$ cat src/hw/rtl/vl2n_pkg.sv
// ----------------------------------------------------------------------------
// vl2n_pkg
// Shared types and constants of the L2 vector normalizer.
// ----------------------------------------------------------------------------
`default_nettype none
package vl2n_pkg;

    localparam int DATA_W      = 16;
    localparam int SUM_W       = 38;
    localparam int MAX_LEN_DEF = 64;
    localparam int QUO_W       = 31;
    localparam int REM_W       = SUM_W + 1;
    localparam int DIV_STEPS   = QUO_W;
    localparam int SQRT_STEPS  = 16;
    localparam int STEP_W      = 5;

    typedef enum logic [3:0] {
        S_LOAD,
        S_SUM,
        S_RD,
        S_FETCH,
        S_MUL,
        S_DIV,
        S_SQI,
        S_SQRT,
        S_FIN,
        S_OUT
    } t_state;

    // controller to datapath
    typedef struct packed {
        logic load;
        logic clr;
        logic rd;
        logic fetch;
        logic mul;
        logic div_step;
        logic sqrt_init;
        logic sqrt_step;
        logic fin;
        logic next;
    } t_cmd;

    // datapath to controller
    typedef struct packed {
        logic last_elem;
    } t_sts;

endpackage
`default_nettype wire

$ cat src/hw/rtl/vl2n_ram.sv
// ----------------------------------------------------------------------------
// vl2n_ram
// Generic single-write, single-read RAM with registered read data.
// ----------------------------------------------------------------------------
`default_nettype none
module vl2n_ram #(
    parameter int WIDTH = 16,
    parameter int DEPTH = 64,
    parameter int AW    = (DEPTH > 1) ? $clog2(DEPTH) : 1
) (
    input  wire logic             i_clk,
    input  wire logic             i_we,
    input  wire logic [AW-1:0]    i_waddr,
    input  wire logic [WIDTH-1:0] i_wdata,
    input  wire logic [AW-1:0]    i_raddr,
    output logic      [WIDTH-1:0] o_rdata
);
    logic [WIDTH-1:0] r_mem [DEPTH];

    // write port and registered read port
    always_ff @(posedge i_clk) begin
        if (i_we) begin
            r_mem[i_waddr] <= i_wdata;
        end
        o_rdata <= r_mem[i_raddr];
    end
endmodule
`default_nettype wire

$ cat src/hw/rtl/vl2n_ctrl.sv
// ----------------------------------------------------------------------------
// vl2n_ctrl
// Sequencer: loads a vector, then runs divide and square root per element.
// ----------------------------------------------------------------------------
`default_nettype none
module vl2n_ctrl (
    input  wire logic          i_clk,
    input  wire logic          i_rst_n,
    input  wire logic          i_in_valid,
    input  wire logic          i_in_last,
    input  wire logic          i_out_ready,
    input  vl2n_pkg::t_sts     i_sts,
    output logic               o_in_ready,
    output logic               o_out_valid,
    output vl2n_pkg::t_cmd     o_cmd
);
    import vl2n_pkg::*;

    t_state              r_state, n_state;
    logic [STEP_W-1:0]   r_step,  n_step;

    // next state
    always_comb begin
        n_state = r_state;
        unique case (r_state)
            S_LOAD:  if (i_in_valid && i_in_last) n_state = S_SUM;
            S_SUM:   n_state = S_RD;
            S_RD:    n_state = S_FETCH;
            S_FETCH: n_state = S_MUL;
            S_MUL:   n_state = S_DIV;
            S_DIV:   if (r_step == STEP_W'(DIV_STEPS - 1)) n_state = S_SQI;
            S_SQI:   n_state = S_SQRT;
            S_SQRT:  if (r_step == STEP_W'(SQRT_STEPS - 1)) n_state = S_FIN;
            S_FIN:   n_state = S_OUT;
            S_OUT: begin
                if (i_out_ready) n_state = i_sts.last_elem ? S_LOAD : S_RD;
            end
            default: n_state = S_LOAD;
        endcase
    end

    // iteration counter
    always_comb begin
        n_step = '0;
        if ((r_state == S_DIV && n_state == S_DIV) ||
            (r_state == S_SQRT && n_state == S_SQRT)) begin
            n_step = r_step + STEP_W'(1);
        end
    end

    always_ff @(posedge i_clk) begin
        if (!i_rst_n) begin
            r_state <= S_LOAD;
            r_step  <= '0;
        end else begin
            r_state <= n_state;
            r_step  <= n_step;
        end
    end

    // outputs
    always_comb begin
        o_cmd       = '0;
        o_in_ready  = 1'b0;
        o_out_valid = 1'b0;
        unique case (r_state)
            S_LOAD: begin
                o_in_ready = 1'b1;
                o_cmd.load = i_in_valid;
            end
            S_SUM:   ;
            S_RD:    o_cmd.rd        = 1'b1;
            S_FETCH: o_cmd.fetch     = 1'b1;
            S_MUL:   o_cmd.mul       = 1'b1;
            S_DIV:   o_cmd.div_step  = 1'b1;
            S_SQI:   o_cmd.sqrt_init = 1'b1;
            S_SQRT:  o_cmd.sqrt_step = 1'b1;
            S_FIN:   o_cmd.fin       = 1'b1;
            S_OUT: begin
                o_out_valid = 1'b1;
                o_cmd.next  = i_out_ready && !i_sts.last_elem;
                o_cmd.clr   = i_out_ready && i_sts.last_elem;
            end
            default: ;
        endcase
    end
endmodule
`default_nettype wire

$ cat src/hw/rtl/vl2n_dp.sv
// ----------------------------------------------------------------------------
// vl2n_dp
// Datapath: element store, square sum, restoring divider, digit square root.
// ----------------------------------------------------------------------------
`default_nettype none
module vl2n_dp #(
    parameter int MAX_LEN = vl2n_pkg::MAX_LEN_DEF
) (
    input  wire logic                          i_clk,
    input  wire logic                          i_rst_n,
    input  vl2n_pkg::t_cmd                     i_cmd,
    input  wire logic [vl2n_pkg::DATA_W-1:0]   i_elem,
    output vl2n_pkg::t_sts                     o_sts,
    output logic      [vl2n_pkg::DATA_W-1:0]   o_norm,
    output logic                               o_last,
    output logic                               o_zero
);
    import vl2n_pkg::*;

    localparam int AW = (MAX_LEN > 1) ? $clog2(MAX_LEN) : 1;
    localparam int CW = $clog2(MAX_LEN + 1);

    logic [CW-1:0]        r_cnt, r_idx;
    logic [SUM_W-1:0]     r_sum;
    logic [2*DATA_W-1:0]  r_sq;
    logic                 r_add;
    logic [DATA_W-1:0]    rd_data;
    logic [DATA_W-1:0]    r_mag;
    logic                 r_neg;
    logic [REM_W-1:0]     r_rem;
    logic [QUO_W-1:0]     r_nlow, r_quo;
    logic [QUO_W:0]       r_a;
    logic [17:0]          r_srem;
    logic [15:0]          r_root;

    logic                 not_full;
    logic [DATA_W-1:0]    in_mag;
    logic [2*DATA_W-1:0]  prod;
    logic [REM_W-1:0]     div_t;
    logic [19:0]          sq_t, sq_trial;

    assign not_full = (r_cnt < CW'(MAX_LEN));
    assign in_mag   = i_elem[DATA_W-1] ? (~i_elem + DATA_W'(1)) : i_elem;
    assign prod     = r_mag * r_mag;
    assign div_t    = {r_rem[REM_W-2:0], r_nlow[QUO_W-1]};
    assign sq_t     = {r_srem, r_a[QUO_W:QUO_W-1]};
    assign sq_trial = {2'b00, r_root, 2'b01};

    assign o_sts.last_elem = (r_idx == r_cnt - CW'(1));

    vl2n_ram #(.WIDTH(DATA_W), .DEPTH(MAX_LEN), .AW(AW)) u_store (
        .i_clk   (i_clk),
        .i_we    (i_cmd.load && not_full),
        .i_waddr (r_cnt[AW-1:0]),
        .i_wdata (i_elem),
        .i_raddr (r_idx[AW-1:0]),
        .o_rdata (rd_data)
    );

    // count, index and square sum
    always_ff @(posedge i_clk) begin
        if (!i_rst_n) begin
            r_cnt <= '0;
            r_idx <= '0;
            r_sum <= '0;
            r_add <= 1'b0;
        end else begin
            r_add <= i_cmd.load && not_full;
            if (i_cmd.load && not_full) begin
                r_cnt <= r_cnt + CW'(1);
            end
            if (r_add) begin
                r_sum <= r_sum + SUM_W'(r_sq);
            end
            if (i_cmd.next) begin
                r_idx <= r_idx + CW'(1);
            end
            if (i_cmd.clr) begin
                r_cnt <= '0;
                r_idx <= '0;
                r_sum <= '0;
            end
        end
    end

    // square the incoming element
    always_ff @(posedge i_clk) begin
        if (i_cmd.load) begin
            r_sq <= in_mag * in_mag;
        end
    end

    // per-element divide and square root
    always_ff @(posedge i_clk) begin
        if (i_cmd.fetch) begin
            r_neg <= rd_data[DATA_W-1];
            r_mag <= rd_data[DATA_W-1] ? (~rd_data + DATA_W'(1)) : rd_data;
        end
        if (i_cmd.mul) begin
            r_rem  <= REM_W'(prod[2*DATA_W-1:1]);
            r_nlow <= {prod[0], {(QUO_W-1){1'b0}}};
            r_quo  <= '0;
        end
        if (i_cmd.div_step) begin
            r_nlow <= {r_nlow[QUO_W-2:0], 1'b0};
            if (div_t >= {1'b0, r_sum}) begin
                r_rem <= div_t - {1'b0, r_sum};
                r_quo <= {r_quo[QUO_W-2:0], 1'b1};
            end else begin
                r_rem <= div_t;
                r_quo <= {r_quo[QUO_W-2:0], 1'b0};
            end
        end
        if (i_cmd.sqrt_init) begin
            r_a    <= {1'b0, r_quo};
            r_srem <= '0;
            r_root <= '0;
        end
        if (i_cmd.sqrt_step) begin
            r_a <= {r_a[QUO_W-2:0], 2'b00};
            if (sq_t >= sq_trial) begin
                r_srem <= 18'(sq_t - sq_trial);
                r_root <= {r_root[14:0], 1'b1};
            end else begin
                r_srem <= sq_t[17:0];
                r_root <= {r_root[14:0], 1'b0};
            end
        end
        // zero a zero-sum vector, sign, saturate and hold the result beat
        if (i_cmd.fin) begin
            o_last <= o_sts.last_elem;
            o_zero <= (r_sum == '0);
            if (r_sum == '0) begin
                o_norm <= '0;
            end else if (r_neg) begin
                o_norm <= ~r_root + 16'd1;
            end else begin
                o_norm <= r_root[15] ? 16'h7FFF : r_root;
            end
        end
    end
endmodule
`default_nettype wire

$ cat src/hw/rtl/vector_l2_normalizer.sv
// Element beats are stored as they arrive; after the last one a sum state
// settles the square sum. Each result then passes read, fetch, square,
// a divider step per quotient bit, root setup, a root step per root bit,
// finish and the output beat. Input is held off while a vector is emitted.
// Reset (synchronous, active low) empties the vector and the square sum.
// ----------------------------------------------------------------------------
// vector_l2_normalizer
// Top level: L2 normalization of a streamed signed 16-bit vector.
// ----------------------------------------------------------------------------
`default_nettype none
module vector_l2_normalizer #(
    parameter int MAX_LEN = vl2n_pkg::MAX_LEN_DEF
) (
    input  wire logic        i_clk,
    input  wire logic        i_rst_n,
    input  wire logic        s_axis_tvalid,
    output logic             s_axis_tready,
    input  wire logic [15:0] s_axis_tdata,   // [15:0] elem_value
    input  wire logic        s_axis_tlast,   // is_last
    output logic             m_axis_tvalid,
    input  wire logic        m_axis_tready,
    output logic      [15:0] m_axis_tdata,   // [15:0] norm_value
    output logic             m_axis_tlast,   // last_out
    output logic             m_axis_tuser    // [0] zero_norm
);
    import vl2n_pkg::*;

    t_cmd cmd;
    t_sts sts;

    vl2n_ctrl u_ctrl (
        .i_clk       (i_clk),
        .i_rst_n     (i_rst_n),
        .i_in_valid  (s_axis_tvalid),
        .i_in_last   (s_axis_tlast),
        .i_out_ready (m_axis_tready),
        .i_sts       (sts),
        .o_in_ready  (s_axis_tready),
        .o_out_valid (m_axis_tvalid),
        .o_cmd       (cmd)
    );

    vl2n_dp #(.MAX_LEN(MAX_LEN)) u_dp (
        .i_clk   (i_clk),
        .i_rst_n (i_rst_n),
        .i_cmd   (cmd),
        .i_elem  (s_axis_tdata),
        .o_sts   (sts),
        .o_norm  (m_axis_tdata),
        .o_last  (m_axis_tlast),
        .o_zero  (m_axis_tuser)
    );
endmodule
`default_nettype wire
$ cat config.mk
export PLATFORM = sky130hd
export DESIGN_NAME = vector_l2_normalizer
export DESIGN_NICKNAME = d
export VERILOG_FILES = /design/src/hw/rtl/vl2n_pkg.sv /design/src/hw/rtl/vl2n_ram.sv /design/src/hw/rtl/vl2n_ctrl.sv /design/src/hw/rtl/vl2n_dp.sv /design/src/hw/rtl/vector_l2_normalizer.sv
export SDC_FILE = /design/constraint.sdc
export NUM_CORES = 2
export LEC_CHECK = 0
export BUFFER_PORTS_ARGS = -buffer_cell sky130_fd_sc_hd__buf_2
export CAP_MARGIN = 5
export CELL_PAD_IN_SITES_DETAIL_PLACEMENT = 2
export CELL_PAD_IN_SITES_GLOBAL_PLACEMENT = 2
export CORE_MARGIN = 5
export CORE_UTILIZATION = 50
export DETAILED_ROUTE_END_ITERATION = 10
export PLACE_DENSITY_LB_ADDON = 0.25
export SETUP_SLACK_MARGIN = 0.5
export SLEW_MARGIN = 20
export SYNTH_ARGS = -nofsm -noshare
export SYNTH_HDL_FRONTEND = slang
export SYNTH_HIERARCHICAL = 1
export SYNTH_SLANG_ARGS = --single-unit
$ cat constraint.sdc
create_clock -name i_clk -period 29.6 [get_ports i_clk]
set_input_delay 5.92 -clock i_clk [delete_from_list [all_inputs] [get_ports i_clk]]
set_output_delay 5.92 -clock i_clk [all_outputs]
set_load 0.01 [all_outputs]
* Word level (Yosys, flattened, before mapping)
Memory sizes are Yosys's and may differ from the RTL's. A register that Yosys moved wholly into a read port is not among the register bits.
Index checks and enable logic that the tools add are counted.
** Word-level totals
- Bits in registers :: 265
- Bits in writable memories :: 1024
- Input port bits :: 21
- Logic and storage cells :: 106
- Memories :: 1
** Operators by class
- $add $sub $neg :: 10
- Multipliers :: 2
- Magnitude comparators :: 3
- Equality and inequality tests :: 14
- Multiplexer cells :: 38
- Bitwise operators :: 4
- Reduce and logical (&&, ||, !) cells :: 14
** Memory list
- u_dp.u_store.r_mem :: depth 64, width 16, rd ports 1, clocked after Yosys merged registers in 1, write ports 1, line vl2n_ram.sv:18 : logic [WIDTH-1:0] r_mem [DEPTH];
** Operator list (count)
- 38-bit two-way mux :: 3
- 31-bit two-way mux :: 3
- 16-bit by 16-bit multiplier with 32-bit output :: 2
- 16-bit two-way mux :: 4
- 32-bit two-way mux :: 2
- 18-bit two-way mux :: 3
- 16-bit by 1-bit adder with 16-bit output (second input constant) :: 3
- 16-bit NOT :: 3
- 4-bit one-hot mux with 10 select lines :: 1
- 39-bit by 38-bit greater-or-equal comparator with 1-bit output :: 1
- 38-bit by 32-bit adder with 38-bit output :: 1
- 38-bit zero test :: 1
- 38-bit subtractor :: 1
- 15-bit two-way mux :: 2
- 4-bit by 3-bit == test with 1-bit output (second input constant) :: 6
- 20-bit by 18-bit greater-or-equal comparator with 1-bit output :: 1
- 18-bit subtractor :: 1
- 4-bit two-way mux :: 4
- 1-bit two-way mux :: 15
- 7-bit by 1-bit adder with 7-bit output (second input constant) :: 2
- 4-bit by 2-bit == test with 1-bit output (second input constant) :: 2
- 4-bit == test (second input constant) :: 2
- 7-bit == test :: 1
- 7-bit < comparator (second input constant) :: 1
- other kinds (14) :: 20

* Logic depth before layout (Yosys ltp)
- Depth after elaboration :: 9
- Mapped depth :: 32
- Gate-level depth less buffers :: 30

* By module
The synthesis kept the hierarchy.
** By module, submodules not included
- vl2n_ram :: instances 1, cells an instance 1829, area an instance 40042.2 um^2
- vl2n_dp :: instances 1, cells an instance 3105, area an instance 29474.5 um^2
- vl2n_ctrl :: instances 1, cells an instance 68, area an instance 548.0 um^2

* Worst setup path before layout
Ideal clock, no wire load.
- Path type :: input -> register
- Start :: in s_axis_tdata[0]
- End :: reg u_dp.r_sq[31], data pin
- Library setup time :: 0.261 ns
- Data arrival time :: 13.231 ns
- Path slack :: 16.108 ns
- Stages on the path :: 32
- Path buffers :: 2
- Cell sequence :: clkinv_1 -> clkbuf_1 -> ha_1 -> nand3b_1 -> or2_2 -> o41ai_1 -> xnor2_1 -> inv_1 -> clkbuf_1 -> nor2_1 -> fa_1 -> inv_1 -> fa_1 -> inv_1 -> fa_1 -> inv_1 -> fa_1 -> inv_1 -> fa_1 -> inv_1 -> fa_1 -> inv_1 -> ha_1 -> a211o_1 -> o211ai_1 -> o31ai_1 -> a41oi_1 -> nand2_1 -> a22o_1 -> o211ai_1 -> o21ai_0 -> xnor2_1
** Between the ends
- Longest elaborated chain between the ends :: 4
** RTL lines
- from (decl) :: line vector_l2_normalizer.sv:18 : input wire logic [15:0] s_axis_tdata,
- 16-bit NOT :: line vl2n_dp.sv:43 : assign in_mag = i_elem[DATA_W-1] ? (~i_elem + DATA_W'(1)) : i_elem;
- 16-bit by 1-bit adder with 16-bit output :: line vl2n_dp.sv:43
- 16-bit two-way mux * :: line vl2n_dp.sv:43
- 16-bit by 16-bit multiplier with 32-bit output * :: line vl2n_dp.sv:89 : r_sq <= in_mag * in_mag;
- to (signal assigned) :: line vl2n_dp.sv:89
- to (decl) :: line vl2n_dp.sv:25 : logic [2*DATA_W-1:0] r_sq;
Mark *: on every way between the ends. The rest lies on a longest branch, timed or not.
A chain may end at the register's enable or synchronous reset.

* Worst setup path after layout
- Start :: in s_axis_tdata[0]
- End :: reg u_dp.r_sq[30], data pin
The elaborated chain is that of the path after synthesis.

==> impl_metrics.ini <==
[pwr]
switchingPower_uw = 2660
power_density_mw_per_mm2 = 89.4
clock_power_share = 0.260
p_total_uw = 6890
leakagePower_uw = 0.0281
combPwrFrac = 0.419
p_seq_frac = 0.321
power.internal_uw = 4230
swShare = 0.386
vdd_drop_max_uv = 129

[sta]
finClkSkew_ns = 0.0527
tightest_slew_ns = 1.21
final-max-slew-violation-count = 0
finalCritPeriodShare = 0.509
setup_slack_ns = 14.54
final_hold_viol_count = 0
max_slew_margin = 0.195
rsz0062_at_grt = no
fmax_mhz = 66.4
final-setup-viol-count = 0
setup_tns_ns = 0
period_minus_slack_ns = 15.06

[worst_setup_path]
crit_slowest_cell = xnor2_1
endpoint_kind = flip-flop
critPathMaxFanout = 17
critPathKind = input port to flip-flop
timing.reg2reg.worst_path_depth = 21
cp.required_ns = 30.15
start_kind = input port
cp_common_cell = fa_1
max_stage_delay_ns = 0.84
reg2reg_from = u_dp/r_mag[0]
critPathLaunch = s_axis_tdata[0]
worstPathArrival_ns = 15.61

[routing]
detail_route.vias_per_cell = 6.67
drt_iter0_drc = 5564
vias = 47400
ant_nets = 0
first_pass_iters = 5
drc = 0
drt_wl_total_um = 265000
wl_per_cell_um = 37.3

[die]
initial_core_util = 0.503
core_area_mm2 = 0.139
rows = 137
io_pins = 41
dieArea_mm2 = 0.148
die_h_um = 384
fp.dieW_um = 384

[layout]
area.growth.synth_to_final_pct = 9.98
drive_gt1_frac = 0.128
multi_input_area_mm2 = 0.0288
postLayoutCellArea_mm2 = 0.0771
final_nets = 5754
fillers = 12500
post-route-util = 0.553
final-seq-area_mm2 = 0.0384

[job]
drv_cap = 0

[cts]
cts_tree = yes
clk_pin_slew_worst_paths_ns = 0.06
cts-root-buf = clkbuf_16
cts_setup_buffers = 0
htreeDepth = 4
cts_hold_buf = 0
cts_made_buffers = 142
clk_path_buf_depth = 3
cts_num_sinks = 1304
insertion_delay_ns = 0.83
cts_resized = 0

[worst_hold_path]
hold_path.class = flip-flop to flip-flop
holdCritStartpoint = u_ctrl/r_step[0]
min_path_cells = 1

[yosys]
syn-instance-count = 5001
ys_warn_count = 6
synth.avg_cell_area_um2 = 14.0
syn_area_mm2 = 0.0701

[placed_design]
place_area_mm2 = 0.0726
place_ws_ns = 14.46
numPortBuffers = 40
place_hpwl_um = 160000
gp_congestion = 0.849

[global_routing]
antenna_found_initial = 15
gr-total-overflow = 0
grt_pass1_vias = 51600
track_usage = 0.358
grt_pass1_wl_um = 381000
grt_max_degree = 121

[run_status]
outcome = finished, final reports clean
-- final timing paths --
check | endpoint | slack (ns)
max | u_dp/r_sq[30] | 14.54
min | u_ctrl/r_step[0] | 0.49
max reg2reg | u_dp/r_rem[27] | 21.58
min reg2reg | u_ctrl/r_step[0] | 0.49
-- registers in the layout, summed over array words and instances, names as in the netlist --
signal,count
u_dp/r_sq,31
u_dp/r_rem,38
u_dp/u_store/r_mem,1024
u_dp/o_zero,1
u_dp/r_nlow,1
u_ctrl/r_state,4
u_dp/u_store/o_rdata,16
u_dp/r_quo,31
u_dp/r_idx,7
u_dp/o_norm,16
u_dp/r_add,1
u_dp/r_root,16
u_dp/r_mag,16
u_dp/r_sum,38
u_dp/r_srem,18
u_dp/r_neg,1
u_dp/o_last,1
u_dp/r_cnt,7
u_ctrl/r_step,5
u_dp/r_a,32
-- power by group through the flow --
stage | clock, uW | combinational (uW) | sequential, uW
final | 1790 | 2890 | 2210
after global routing | 1890 | 3150 | 2210
after CTS | 1810 | 2880 | 2210
after detailed placement | 0 | 2720 | 2250
after global placement | 0 | 2560 | 2240
after floorplan | 0 | 1930 | 2220
-- final cells by class --
type | count | share of cell area
Clock buffer | 187 | 0.0490
Multi-Input combinational cell | 2980 | 0.373
Inverter | 521 | 0.0254
Tap cell | 1876 | 0.0305
Sequential cell | 1304 | 0.498
Antenna cell | 7 | 0.000227
Clock inverter | 65 | 0.00882
Timing Repair Buffer | 164 | 0.0148
-- worst max-delay path, delay by kind of cell --
kind            cells  cell delay [ns]
simple gates        4             1.09
buf+inv             7             1.91
compound gates      8             1.84
xor+xnor            2             0.92
fa+ha+maj           8             3.91
-- per-layer routing --
| metal | vias to the layer above | global-route usage | routed length, um |
|---|---|---|---|
| li1 | 18500 | - | - |
| met1 | 24900 | 0.429 | 95200 |
| met2 | 3044 | 0.612 | 132000 |
| met3 | 896 | 0.0635 | 20500 |
| met4 | 14 | 0.204 | 17600 |
| met5 | - | 0 | 93 |
-- cell usage in the layout (no fill, tap or decap), types with 45 or more instances in the layout --
cell type and n:
clkbuf_16 142, ha_1 291, mux2i_1 149, xnor2_1 126
nand2_1 299, xor2_1 69, inv_1 513, nor2b_1 58
o21ai_0 100, and2_1 112, dfxtp_1 75, fa_1 329
nand3_1 60, buf_4 123, mux4_2 220, nor2_1 300
edfxtp_1 1224, a21oi_1 175, nand4_1 45, a21o_1 62
-- per-stage QoR --
stage                     std cells  hold WS, ns
after CTS                      7097        0.498
final                          7104        0.494
after detailed placement       6845        0.485
after global routing           7097        0.508
after floorplan                5010        0.430
after global placement         6845        0.444
Power figures use the tool's default switching activity.
